==> config.mk <==
export PLATFORM = sky130hd
export DESIGN_NAME = i2c_master_byte_engine
export DESIGN_NICKNAME = d
export VERILOG_FILES = /design/src/hdl/i2cm_pkg.sv /design/src/hdl/i2c_master_byte_engine.sv /design/src/hdl/i2cm_front.sv /design/src/hdl/i2cm_queue.sv /design/src/hdl/i2cm_back.sv
export SDC_FILE = /design/constraint.sdc
export NUM_CORES = 1
export LEC_CHECK = 0
export ABC_AREA = 1
export BUFFER_PORTS_ARGS = -buffer_cell sky130_fd_sc_hd__clkbuf_2
export CORE_MARGIN = 10
export CORE_UTILIZATION = 60
export CTS_CLUSTER_SIZE = 25
export DETAILED_ROUTE_END_ITERATION = 7
export PLACE_DENSITY = 0.8
export SETUP_SLACK_MARGIN = 0.1
export SLEW_MARGIN = 10
export SYNTH_ARGS = -nofsm -noshare
export SYNTH_HDL_FRONTEND = slang
export SYNTH_SLANG_ARGS = --single-unit
==> constraint.sdc <==
create_clock -name clk -period 3.5 [get_ports clk]
set_input_delay 0.525 -clock clk [delete_from_list [all_inputs] [get_ports clk]]
set_output_delay 0.525 -clock clk [all_outputs]
set_load 0.01 [all_outputs]
==> src/hdl/i2cm_pkg.sv <==
`default_nettype none
// ----------------------------------------------------------------------------
// i2cm_pkg
// Shared types and constants of the I2C master byte engine.
// ----------------------------------------------------------------------------
package i2cm_pkg;

    // Configuration register indexes and reset values.
    localparam int CfgIndexW = 2;
    localparam int CfgDataW  = 16;
    localparam logic [CfgIndexW-1:0] CFG_HALF_PERIOD   = 2'd0;
    localparam logic [CfgIndexW-1:0] CFG_STRETCH_LIMIT = 2'd1;
    localparam logic [8:0]  HalfPeriodReset   = 9'd5;
    localparam logic [15:0] StretchLimitReset = 16'd10000;

    // Input kind codes as they appear on the bus.
    localparam logic [2:0] KIND_START = 3'd1;
    localparam logic [2:0] KIND_STOP  = 3'd2;
    localparam logic [2:0] KIND_WRITE = 3'd3;
    localparam logic [2:0] KIND_READ  = 3'd4;

    localparam logic [3:0] BitsPerByte = 4'd8;

    // Depth of the queue between front and back.
    localparam int QueueDepth = 2;
    localparam int QueuePtrW  = $clog2(QueueDepth);
    localparam int QueueCntW  = $clog2(QueueDepth + 1);

    // Stream widths.
    localparam int InDataW  = 16;
    localparam int InUserW  = 3;
    localparam int OutDataW = 16;

    typedef enum logic [2:0] {
        CMD_NONE,
        CMD_START,
        CMD_STOP,
        CMD_WRITE,
        CMD_READ
    } cmd_t;

    typedef enum logic [4:0] {
        PH_IDLE,
        PH_S0,
        PH_S1,
        PH_S2,
        PH_P0,
        PH_P1,
        PH_P2,
        PH_W0,
        PH_W1,
        PH_W2,
        PH_WA0,
        PH_WA1,
        PH_WA2,
        PH_R0,
        PH_R1,
        PH_RA0,
        PH_RA1,
        PH_RA2
    } phase_t;

    // One classified tick as it travels through the queue.
    typedef struct packed {
        cmd_t       cmd;
        logic [7:0] tx_byte;
        logic       send_ack;
        logic       scl_in;
        logic       sda_in;
    } item_t;

    // Queue read side as seen by the back end.
    typedef struct packed {
        logic  valid;
        item_t item;
    } q_head_t;

endpackage : i2cm_pkg
`default_nettype wire

==> src/hdl/i2c_master_byte_engine.sv <==
`default_nettype none
// ----------------------------------------------------------------------------
// i2c_master_byte_engine
// Open-drain I2C master byte engine driven by one tick beat per cycle while not back-pressured.
// ----------------------------------------------------------------------------
// Throughput: one tick beat in and one result beat out per cycle while the
//   output side takes each result beat; m_tready low holds the back end.
// Path: an accepted input beat is first written into the queue, then the
//   engine step registers its result in the output register; a stall on the
//   output side holds the item in the queue.
// Reset: rst_n clears all control state at once and loads half_period = 5
//   and stretch_limit = 10000; no clearing pass is needed.
// ----------------------------------------------------------------------------
module i2c_master_byte_engine
    import i2cm_pkg::*;
(
    input  wire logic                 clk,
    input  wire logic                 rst_n,
    // Configuration write port.
    input  wire logic                 cfg_we,
    input  wire logic [CfgIndexW-1:0] cfg_index,
    input  wire logic [CfgDataW-1:0]  cfg_data,
    // Tick beats in.
    input  wire logic                 s_tvalid,
    output logic                      s_tready,
    input  wire logic [InDataW-1:0]   s_tdata,  // tx_byte[7:0], send_ack, scl_in, sda_in, 0s
    input  wire logic [InUserW-1:0]   s_tuser,  // kind
    // Result beats out.
    output logic                      m_tvalid,
    input  wire logic                 m_tready,
    output logic [OutDataW-1:0]       m_tdata   // scl_drive_low, sda_drive_low, ready_res,
                                                // done_res, rx_byte[7:0], ack_seen,
                                                // stretch_timeout, 0s
);

    // The front end turns each beat into a classified item and pushes it into
    // the queue whenever there is room, so the input side keeps moving while
    // a finished result waits on the output side, until the queue is full.
    logic    q_full;
    logic    q_push;
    logic    q_pop;
    item_t   q_item;
    q_head_t q_head;

    i2cm_front u_front
    (
        .s_tvalid (s_tvalid),
        .s_tready (s_tready),
        .s_tdata  (s_tdata),
        .s_tuser  (s_tuser),
        .q_full   (q_full),
        .q_push   (q_push),
        .q_item   (q_item)
    );

    i2cm_queue u_queue
    (
        .clk     (clk),
        .rst_n   (rst_n),
        .push    (q_push),
        .item_in (q_item),
        .pop     (q_pop),
        .head    (q_head),
        .full    (q_full)
    );

    // The back end runs the segment sequencer for one tick per popped item and
    // holds the result in an output register until the beat is taken.
    i2cm_back u_back
    (
        .clk       (clk),
        .rst_n     (rst_n),
        .cfg_we    (cfg_we),
        .cfg_index (cfg_index),
        .cfg_data  (cfg_data),
        .head      (q_head),
        .pop       (q_pop),
        .m_tvalid  (m_tvalid),
        .m_tready  (m_tready),
        .m_tdata   (m_tdata)
    );

    // A command can only finish while the engine is busy.
    assert property (@(posedge clk) disable iff (!rst_n)
        m_tvalid && m_tdata[3] |-> !m_tdata[2])
        else $error("done reported on an idle tick");

    // A new result only appears after the queue offered an item.
    assert property (@(posedge clk) disable iff (!rst_n)
        $rose(m_tvalid) |-> $past(q_head.valid))
        else $error("result beat without a queued item");

    // The queue is never written while it reports full.
    assert property (@(posedge clk) disable iff (!rst_n)
        q_full |-> !q_push)
        else $error("push into a full queue");

endmodule : i2c_master_byte_engine
`default_nettype wire

==> src/hdl/i2cm_front.sv <==
`default_nettype none
// ----------------------------------------------------------------------------
// i2cm_front
// Accepts input beats and classifies the kind code into a command.
// ----------------------------------------------------------------------------
module i2cm_front
    import i2cm_pkg::*;
(
    input  wire logic               s_tvalid,
    output logic                    s_tready,
    input  wire logic [InDataW-1:0] s_tdata,   // tx_byte, send_ack, scl_in, sda_in
    input  wire logic [InUserW-1:0] s_tuser,   // kind
    input  wire logic               q_full,
    output logic                    q_push,
    output item_t                   q_item
);

    cmd_t cmd;

    // Unknown kinds become no command, so the back end starts no command on them.
    always_comb
    begin
        case (s_tuser)
            KIND_START: cmd = CMD_START;
            KIND_STOP:  cmd = CMD_STOP;
            KIND_WRITE: cmd = CMD_WRITE;
            KIND_READ:  cmd = CMD_READ;
            default:    cmd = CMD_NONE;
        endcase
    end

    assign s_tready         = !q_full;
    assign q_push           = s_tvalid && !q_full;
    assign q_item.cmd       = cmd;
    assign q_item.tx_byte   = s_tdata[7:0];
    assign q_item.send_ack  = s_tdata[8];
    assign q_item.scl_in    = s_tdata[9];
    assign q_item.sda_in    = s_tdata[10];

endmodule : i2cm_front
`default_nettype wire

==> src/hdl/i2cm_queue.sv <==
`default_nettype none
// ----------------------------------------------------------------------------
// i2cm_queue
// Short flop-based FIFO that decouples the front and back ends.
// ----------------------------------------------------------------------------
module i2cm_queue
    import i2cm_pkg::*;
(
    input  wire logic   clk,
    input  wire logic   rst_n,
    input  wire logic   push,
    input  wire item_t  item_in,
    input  wire logic   pop,
    output q_head_t     head,
    output logic        full
);

    item_t                mem_reg [QueueDepth];
    logic [QueuePtrW-1:0] wr_ptr_reg, wr_ptr_next;
    logic [QueuePtrW-1:0] rd_ptr_reg, rd_ptr_next;
    logic [QueueCntW-1:0] count_reg, count_next;
    logic                 do_pop;

    assign full      = (count_reg == QueueCntW'(QueueDepth));
    assign head.valid = (count_reg != '0);
    assign head.item  = mem_reg[rd_ptr_reg];
    assign do_pop    = pop && head.valid;

    always_comb
    begin
        wr_ptr_next = wr_ptr_reg;
        rd_ptr_next = rd_ptr_reg;
        count_next  = count_reg;
        if (push)
        begin
            wr_ptr_next = (wr_ptr_reg == QueuePtrW'(QueueDepth - 1)) ? '0 : wr_ptr_reg + 1'b1;
        end
        if (do_pop)
        begin
            rd_ptr_next = (rd_ptr_reg == QueuePtrW'(QueueDepth - 1)) ? '0 : rd_ptr_reg + 1'b1;
        end
        if (push && !do_pop)
        begin
            count_next = count_reg + 1'b1;
        end
        else if (!push && do_pop)
        begin
            count_next = count_reg - 1'b1;
        end
    end

    always_ff @(posedge clk or negedge rst_n)
    begin
        if (!rst_n)
        begin
            wr_ptr_reg <= '0;
            rd_ptr_reg <= '0;
            count_reg  <= '0;
        end
        else
        begin
            wr_ptr_reg <= wr_ptr_next;
            rd_ptr_reg <= rd_ptr_next;
            count_reg  <= count_next;
        end
    end

    always_ff @(posedge clk)
    begin
        if (push)
        begin
            mem_reg[wr_ptr_reg] <= item_in;
        end
    end

endmodule : i2cm_queue
`default_nettype wire

==> src/hdl/i2cm_back.sv <==
`default_nettype none
// ----------------------------------------------------------------------------
// i2cm_back
// Bus engine: runs one tick per queued item and registers one result beat.
// ----------------------------------------------------------------------------
module i2cm_back
    import i2cm_pkg::*;
(
    input  wire logic                 clk,
    input  wire logic                 rst_n,
    input  wire logic                 cfg_we,
    input  wire logic [CfgIndexW-1:0] cfg_index,
    input  wire logic [CfgDataW-1:0]  cfg_data,
    input  wire q_head_t              head,
    output logic                      pop,
    output logic                      m_tvalid,
    input  wire logic                 m_tready,
    output logic [OutDataW-1:0]       m_tdata
);

    logic [8:0]  half_period_reg;
    logic [15:0] stretch_limit_reg;

    phase_t      phase_reg, phase_next;
    logic [3:0]  bit_count_reg, bit_count_next;
    logic [7:0]  shift_reg, shift_next;
    logic [8:0]  delay_count_reg, delay_count_next;
    logic [15:0] stretch_count_reg, stretch_count_next;
    logic        stretching_reg, stretching_next;
    logic        scl_low_reg, scl_low_next;
    logic        sda_low_reg, sda_low_next;
    logic        ack_reg, ack_next;
    logic        timeout_reg, timeout_next;
    logic        ack_choice_reg, ack_choice_next;
    logic [7:0]  rx_reg, rx_next;

    logic                out_valid_reg;
    logic [OutDataW-1:0] out_data_reg;

    logic        step;
    logic        ready;
    logic        done;
    logic        go;
    logic        count;
    logic        finished;
    phase_t      target;
    logic [8:0]  half;
    item_t       it;

    assign it   = head.item;
    assign step = head.valid && (!out_valid_reg || m_tready);
    assign pop  = step;

    always_comb
    begin
        phase_next         = phase_reg;
        bit_count_next     = bit_count_reg;
        shift_next         = shift_reg;
        delay_count_next   = delay_count_reg;
        stretch_count_next = stretch_count_reg;
        stretching_next    = stretching_reg;
        scl_low_next       = scl_low_reg;
        sda_low_next       = sda_low_reg;
        ack_next           = ack_reg;
        timeout_next       = timeout_reg;
        ack_choice_next    = ack_choice_reg;
        rx_next            = rx_reg;
        ready              = (phase_reg == PH_IDLE);
        done               = 1'b0;
        go                 = 1'b0;
        count              = 1'b1;
        finished           = 1'b0;
        target             = PH_IDLE;
        half               = (half_period_reg == '0) ? 9'd1 : half_period_reg;

        if (ready)
        begin
            if (it.cmd != CMD_NONE)
            begin
                timeout_next    = 1'b0;
                bit_count_next  = '0;
                ack_choice_next = it.send_ack;
                shift_next      = (it.cmd == CMD_WRITE) ? it.tx_byte : 8'd0;
                go              = 1'b1;
                case (it.cmd)
                    CMD_START: target = PH_S0;
                    CMD_STOP:  target = PH_P0;
                    CMD_WRITE: target = PH_W0;
                    default:   target = PH_R0;
                endcase
            end
        end
        else
        begin
            // Clock stretch: the slave holds SCL low after we released it.
            if (stretching_reg)
            begin
                if (!it.scl_in && (stretch_count_reg < stretch_limit_reg))
                begin
                    stretch_count_next = stretch_count_reg + 1'b1;
                    count              = 1'b0;
                end
                else
                begin
                    if (!it.scl_in)
                    begin
                        timeout_next = 1'b1;
                    end
                    stretching_next = 1'b0;
                end
            end
            if (count)
            begin
                delay_count_next = delay_count_reg + 1'b1;
                if (delay_count_next >= half)
                begin
                    go = 1'b1;
                    case (phase_reg)
                        PH_S0:  target = PH_S1;
                        PH_S1:  target = PH_S2;
                        PH_P0:  target = PH_P1;
                        PH_P1:  target = PH_P2;
                        PH_W0:  target = PH_W1;
                        PH_W1:  target = PH_W2;
                        PH_W2:
                        begin
                            shift_next     = {shift_reg[6:0], 1'b0};
                            bit_count_next = bit_count_reg + 1'b1;
                            target = (bit_count_next >= BitsPerByte) ? PH_WA0 : PH_W0;
                        end
                        PH_WA0: target = PH_WA1;
                        PH_WA1:
                        begin
                            ack_next = !it.sda_in;
                            target   = PH_WA2;
                        end
                        PH_R0:  target = PH_R1;
                        PH_R1:
                        begin
                            shift_next     = {shift_reg[6:0], it.sda_in};
                            bit_count_next = bit_count_reg + 1'b1;
                            target = (bit_count_next >= BitsPerByte) ? PH_RA0 : PH_R0;
                        end
                        PH_RA0: target = PH_RA1;
                        PH_RA1: target = PH_RA2;
                        PH_RA2:
                        begin
                            rx_next  = shift_reg;
                            go       = 1'b0;
                            finished = 1'b1;
                        end
                        default:
                        begin
                            go       = 1'b0;
                            finished = 1'b1;
                        end
                    endcase
                end
            end
        end

        if (finished)
        begin
            phase_next         = PH_IDLE;
            stretching_next    = 1'b0;
            delay_count_next   = '0;
            stretch_count_next = '0;
            done               = 1'b1;
        end

        // Segment entry: set the line drives for the new segment.
        if (go)
        begin
            phase_next         = target;
            delay_count_next   = '0;
            stretch_count_next = '0;
            stretching_next    = target inside {PH_S0, PH_P1, PH_W1, PH_WA1, PH_R1, PH_RA1};
            case (target)
                PH_S0:
                begin
                    sda_low_next = 1'b0;
                    scl_low_next = 1'b0;
                end
                PH_S1:  sda_low_next = 1'b1;
                PH_S2:  scl_low_next = 1'b1;
                PH_P0:  sda_low_next = 1'b1;
                PH_P1:  scl_low_next = 1'b0;
                PH_P2:  sda_low_next = 1'b0;
                PH_W0:  sda_low_next = !shift_next[7];
                PH_W1:  scl_low_next = 1'b0;
                PH_W2:  scl_low_next = 1'b1;
                PH_WA0: sda_low_next = 1'b0;
                PH_WA1: scl_low_next = 1'b0;
                PH_WA2: scl_low_next = 1'b1;
                PH_R0:
                begin
                    if (bit_count_next == '0)
                    begin
                        sda_low_next = 1'b0;
                    end
                    else
                    begin
                        scl_low_next = 1'b1;
                    end
                end
                PH_R1:  scl_low_next = 1'b0;
                PH_RA0:
                begin
                    scl_low_next = 1'b1;
                    sda_low_next = ack_choice_next;
                end
                PH_RA1: scl_low_next = 1'b0;
                PH_RA2:
                begin
                    scl_low_next = 1'b1;
                    sda_low_next = 1'b0;
                end
                default:
                begin
                    phase_next      = PH_IDLE;
                    stretching_next = 1'b0;
                end
            endcase
        end
    end

    always_ff @(posedge clk or negedge rst_n)
    begin
        if (!rst_n)
        begin
            half_period_reg   <= HalfPeriodReset;
            stretch_limit_reg <= StretchLimitReset;
            phase_reg         <= PH_IDLE;
            bit_count_reg     <= '0;
            shift_reg         <= '0;
            delay_count_reg   <= '0;
            stretch_count_reg <= '0;
            stretching_reg    <= 1'b0;
            scl_low_reg       <= 1'b0;
            sda_low_reg       <= 1'b0;
            ack_reg           <= 1'b0;
            timeout_reg       <= 1'b0;
            ack_choice_reg    <= 1'b0;
            rx_reg            <= '0;
            out_valid_reg     <= 1'b0;
        end
        else
        begin
            if (cfg_we)
            begin
                case (cfg_index)
                    CFG_HALF_PERIOD:   half_period_reg   <= cfg_data[8:0];
                    CFG_STRETCH_LIMIT: stretch_limit_reg <= cfg_data;
                    default:           ;
                endcase
            end
            if (step)
            begin
                phase_reg         <= phase_next;
                bit_count_reg     <= bit_count_next;
                shift_reg         <= shift_next;
                delay_count_reg   <= delay_count_next;
                stretch_count_reg <= stretch_count_next;
                stretching_reg    <= stretching_next;
                scl_low_reg       <= scl_low_next;
                sda_low_reg       <= sda_low_next;
                ack_reg           <= ack_next;
                timeout_reg       <= timeout_next;
                ack_choice_reg    <= ack_choice_next;
                rx_reg            <= rx_next;
                out_valid_reg     <= 1'b1;
            end
            else if (m_tready)
            begin
                out_valid_reg <= 1'b0;
            end
        end
    end

    always_ff @(posedge clk)
    begin
        if (step)
        begin
            out_data_reg <= {2'b00, timeout_next, ack_next, rx_next, done, ready,
                             sda_low_next, scl_low_next};
        end
    end

    assign m_tvalid = out_valid_reg;
    assign m_tdata  = out_data_reg;

endmodule : i2cm_back
`default_nettype wire
==> results of run 1 <==
## cell type report
class | instances | area [um2]
fillers | 837 | 3070
multi-input cells | 529 | 3150
clock inverters | 13 | 150
clock buffers | 19 | 443
well taps | 143 | 179
inverters | 140 | 531
flip-flops and latches | 128 | 3420
repair buffers | 73 | 424
## power breakdown
group	internal, uW	switching (uW)
clock	1080	711
combinational	972	1940
sequential	2020	301
total	4070	2950
## critical path: cells and delay by family, from the launching register on
kind / cells / cell delay, ns
AOI/OAI and AO/OA: 1 / 0.14
xor gates and xnor gates: 1 / 0.20
adders and majority gates: 2 / 0.51
buffers and inverters: 3 / 0.39
DFF: 1 / 0.40
and+or+nand+nor: 17 / 1.46
## how the worst min path moves through the flow
stage / end / start / depth (start not counted) / slack (ns)
after global routing: u_queue.mem_reg[1][6] / s_tdata[3] / 1 / 0.27
after detailed placement: u_back.scl_low_reg / u_back.scl_low_reg / 2 / 0.47
after CTS: u_queue.mem_reg[0][2] / s_tdata[8] / 1 / 0.27
final: u_back.half_period_reg[5] / rst_n / 1 / 0.28
after global placement: u_queue.count_reg[0] / u_queue.count_reg[0] / 1 / 0.46
after floorplan: u_back.ack_choice_reg / rst_n / 0 / 0.23
## logic make-up (layout without fill, tap and decap cells)
family	after synthesis	in the layout	synth area share (%)
AOI/OAI and AO/OA	132	132	10.5
xor gates and xnor gates	17	17	2.15
adders and majority gates	28	28	5.06
buffers and inverters	157	245	8.86
DFF	128	128	49.4
muxes	10	10	1.45
other	1	2	0.0542
and+or+nand+nor	339	340	22.5
## placed cells by master (no fill, tap or decap), drive strengths merged, types with 22 or more instances in the layout
cell type	synthesis	final
nor2	70	70
dfrtp	79	79
edfxtp	42	42
buf	10	22
o21ai	82	82
inv	139	146
clkbuf	7	70
nand3	43	43
a21oi	29	29
nand2	198	199
ha	28	28
## per-layer routing
metal / track usage, % / part of all wire [%] / vias to the layer above
li1: - / - / 2784
met2: 35.8 / 52 / 220
met5: 0 / 0 / -
met1: 22.7 / 39 / 2714
met3: 6.70 / 6.5 / 41
met4: 7.57 / 2.1 / 0
## through the flow
step,utilization (%),cells,cell area [um2],worst slack (ns)
detailed placement,64.6,1000,7350,-0.0561
CTS,70.7,1038,8040,0.109
floorplan,-,813,6930,0.424
global route,73.0,1045,8300,0.0274
finish,73.0,1045,8300,0.142
global placement,64.6,1000,7350,0.160
## repair_timing
item,CTS,global route
hold endpoints to repair,0,0
cloned,0,1
pin swaps,8,23
gates resized for setup,14,51
setup endpoints to repair,20,31
setup buffers,6,6
==> results.cfg, run 1 <==
[worst_setup_path]
crit_arrival_ns = 3.54
critPathCapture = u_back.m_tdata[1]
worstSetupStartpoint = u_back.delay_count_reg[0]
required_ns = 3.68
path_cells = ha_2 -> nand3_2 -> nor2_2 -> buf_4 -> nand2_1 -> xor2_1 -> inv_1 -> ha_4 -> nand2_4 -> nor2_1 -> nand3_1 -> nand4_1 -> buf_6 -> nand2_4 -> nand2_1 -> nand3_1 -> nand2_1 -> nand2_1 -> nor2_1 -> nand2_2 -> a21oi_2 -> nand2_1 -> nand2_1 -> nand2_1
cp-start-kind = flop
slowest_stage = dfrtp_1
slowest_delay_ns = 0.40
r2r_slack_ns = 0.14
end_kind = flop
r2r-end = u_back.m_tdata[1]
worstReg2RegStart = u_back.delay_count_reg[0]
crit_type = flop to flop
path_common_cell = nand2_1
reg2reg_depth = 24
cp_max_fo = 8

[timing]
fin_skew_ns = 0.0101
whs_ns = 0.284
drv_slew = 0
slew_headroom_pct = 25.4
final_hold_viol_count = 0
worst_slew_pin_slew_ns = 1.11
setup_viol = 0
rsz0062_at_grt = yes
max_freq_mhz = 298
setup_tns_ns = 0
finalCritPeriodShare_pct = 95.9
period_needed_ns = 3.36

[clock_network]
clock_path_buffers = 2
cts_tree = built
root_buffer = clkbuf_16
clk_pin_slew_worst_paths_ns = 0.06
clock-sinks = 128
hold_buffers = 0
clk_latency_ns = 0.43
htreeDepth = 4
cts_buffers = 17

[finish]
layout-drive-gt1-share_pct = 24.2
fin_nets = 959
largest_register_ffs = 28
antenna_cells = 0
areaGrowthSynthToFinish_pct = 19.9

[yosys]
syn_area_um2 = 6920
synth_seq_cells = 128
synth_top_area_cell = dfrtp_1
synth_area_per_cell_um2 = 8.52
synth_edf_count = 42
synthCells = 812
synth.distinct_cells = 47
synth.yosys.seq_area_share_pct = 49.4
synth_commonest_cells = nand2_1, inv_1, dfrtp_1
synth-async-reset-ratio_pct = 67.2
synth_top_area_share_pct = 28.6
ys.flop_type = dfrtp_1
synth_top_cells_by_area = dfrtp_1, edfxtp_1, nand2_1, inv_1, o21ai_0
yosysMostFrequentCell = nand2_1
yosysWarnings = 0

[power]
ir_drop_uv = 765
power.density_nw_per_um2 = 846
cellLeakagePower_uw = 0.00401
p_total_uw = 7020

[global_route]
antenna_found_initial = 0
grtUsageTotal_pct = 20.5
grt_pass1_vias = 5771
grt_overflow_total = 0
grt_pass1_wl_um = 27200
grt_start_max_net_pins = 87

[routing]
drc = 0
dr.pass1.iters = 7
wl_um = 16600
drt_iter0_drc = 366
ant_nets = 0
vias_per_cell = 5.51
vias = 5759
post_drt_wl_per_cell_um = 15.9

[floorplanning]
dieArea_um2 = 16200
die_y_um = 127
die_w_um = 127
core_um2 = 11400
io_pins = 60
rows = 39
start_util_pct = 60.9

[job]
drv_cap = 0

[worst_hold_path]
hold_path.class = input pin to async pin

[place]
gp_congestion = 0.892
hpwl_um = 10900
io_buffers = 52

[run_status]
status = finished, final reports clean
(Power assumes the default switching activity.)
==> run 2: changes to the inputs <==
==> constraint.sdc (replaced) <==
create_clock -name clk -period 3.4 [get_ports clk]
set_input_delay 0.51 -clock clk [delete_from_list [all_inputs] [get_ports clk]]
set_output_delay 0.51 -clock clk [all_outputs]
set_load 0.01 [all_outputs]
==> run 2 against run 1 <==
  * The flow now finishes with violations (setup timing)
  * Design area is 1.8% higher
  * Sequential share of layout area is 0.73 points lower
  * Combinational power is 7.6% higher
  * Worst hold slack worse by 0.016 ns
  * Wire length is 1.7% lower
  * Non-clock buffer count is 12 higher
  * Critical path depth is 1 lower
  * Clock power is 5% higher
  * Sequential power is 2% higher
  * Highest routed layer unchanged
==> results.cfg, run 2 (same netlist as run 1, synthesis figures left out) <==
[power]
p_clk_share_pct = 25.5
switching_share_pct = 41.0
p_comb_share_pct = 42.5
ir_drop_uv = 938
power.density_nw_per_um2 = 871
switchingPower_uw = 3020
seqPwrFrac_pct = 32.1
p_total_uw = 7360
cellLeakagePower_uw = 0.00410
internal_power_uw = 4340

[timing]
worst_slew_pin_slew_ns = 1.19
setup_viol = 1
period_needed_ns = 3.42
drv_slew = 0
setup_slack_ns = -0.0242
final_hold_viol_count = 0
finalCritPeriodShare_pct = 101
fin_skew_ns = 0.00909
max_freq_mhz = 292
rsz0062_at_grt = yes
slew_headroom_pct = 20.6
whs_ns = 0.268

[floorplanning]
die_w_um = 127
start_util_pct = 60.9
rows = 39
core_um2 = 11400
die_y_um = 127
io_pins = 60
dieArea_um2 = 16200

[worst_setup_path]
path_common_cell = nand2_1
slowest_delay_ns = 0.43
crit_arrival_ns = 3.60
slowest_stage = dfrtp_1
cpLargestDelayFamily = simple AND/OR/NAND/NOR gates
end_kind = flop
path_cells = ha_4 -> nand3_4 -> nor2_4 -> nand4_1 -> xor2_1 -> inv_1 -> ha_4 -> nand2_4 -> nor2_4 -> nand3b_1 -> nand4_1 -> buf_6 -> nand2_4 -> nand2_2 -> nand3_2 -> nand2_2 -> nand2_1 -> nor2_1 -> nand2_1 -> a21oi_2 -> nand2_1 -> nand2_1 -> nand2_1
path_buf_inv = 2
required_ns = 3.58
crit_type = flop to flop
cp-start-kind = flop
cp_max_fo = 8

[finish]
largest_register_ffs = 28
final_util_pct = 74.3
antenna_cells = 0
fin_nets = 971
final_cell_count_no_fill = 1057
layout_commonest_cell = nand2_1
layout_common_cells = nand2_1, inv_1, dfrtp_1
layout-drive-gt1-share_pct = 25.4
areaGrowthSynthToFinish_pct = 22.1
design_area_um2 = 8450

[clock_network]
clock_path_buffers = 2
hold_buffers = 0
htreeDepth = 4
clock-sinks = 128
clk_latency_ns = 0.43
root_buffer = clkbuf_16
cts_buffers = 17
cts_tree = built
clk_pin_slew_worst_paths_ns = 0.06

[routing]
vias = 5782
drt_iter0_drc = 456
ant_nets = 0
vias_per_cell = 5.47
dr.pass1.iters = 5
drc = 0
wl_um = 16300
post_drt_wl_per_cell_um = 15.5

[global_route]
grt_overflow_total = 0
grtUsageTotal_pct = 20.2
grt_pass1_vias = 5893
grt_pass1_wl_um = 26700
grt_start_max_net_pins = 87
antenna_found_initial = 0

[place]
io_buffers = 52
place_area_um2 = 7400
gp_congestion = 0.878
hpwl_um = 10900
dp.cells = 1007

[run_status]
status = finished, violations left
violations = setup timing

[job]
drv_cap = 0

[worst_hold_path]
hold_path.class = input pin to flop
==> run 2: per-stage QoR <==
stage          TNS (ns)  setup WS, ns
6_report        -0.0242       -0.0242
5_1_grt           -1.50        -0.203
4_1_cts               0        0.0957
3_5_place_dp     -0.446        -0.147
3_3_place_gp          0        0.0666
2_1_floorplan         0         0.324
==> run 2: layout make-up <==
class,count,area (um2)
flip-flops and latches,128,3420
multi-input cells,529,3190
fillers,796,2920
inverters,140,534
repair buffers,85,514
clock buffers,18,429
clock inverters,14,179
well taps,143,179
==> run 2: power groups by stage <==
stage | Sequential, uW | Clock [uW] | Combinational [uW]
final | 2360 | 1880 | 3130
after global routing | 2410 | 1970 | 3460
after CTS | 2350 | 1900 | 2760
after detailed placement | 2360 | 0 | 2630
after global placement | 2350 | 0 | 2530
after floorplan | 2330 | 0 | 1880
==> run 2: worst paths after layout <==
check	startpoint	to	slack [ns]	depth (start not counted)
min reg2reg	u_back.stretch_limit_reg[13]	u_back.stretch_limit_reg[13]	0.48	2
min in group asynchronous	rst_n	u_back.half_period_reg[4]	0.28	1
min	s_tdata[0]	u_queue.mem_reg[0][3]	0.27	1
max reg2reg	u_back.delay_count_reg[0]	u_back.m_tdata[1]	-0.02	23
max in group asynchronous	rst_n	u_back.m_tvalid	2.42	1
max	u_back.delay_count_reg[0]	u_back.m_tdata[1]	-0.02	23
==> run 2: timing repair <==
| item | in CTS | in global routing |
|---|---|---|
| pin swaps | 15 | 21 |
| endpoints found under the setup margin | 22 | 46 |
| gates resized for setup | 25 | 53 |
| setup buffers | 8 | 9 |
| gates cloned | 0 | 1 |
==> run 2: per-layer routing <==
metal | vias up | track usage, % | routed length [um]
li1 | 2812 | - | -
met5 | - | 0 | 0
met3 | 49 | 6.24 | 1070
met2 | 203 | 35.0 | 8370
met4 | 0 | 8.37 | 400
met1 | 2718 | 22.5 | 6500
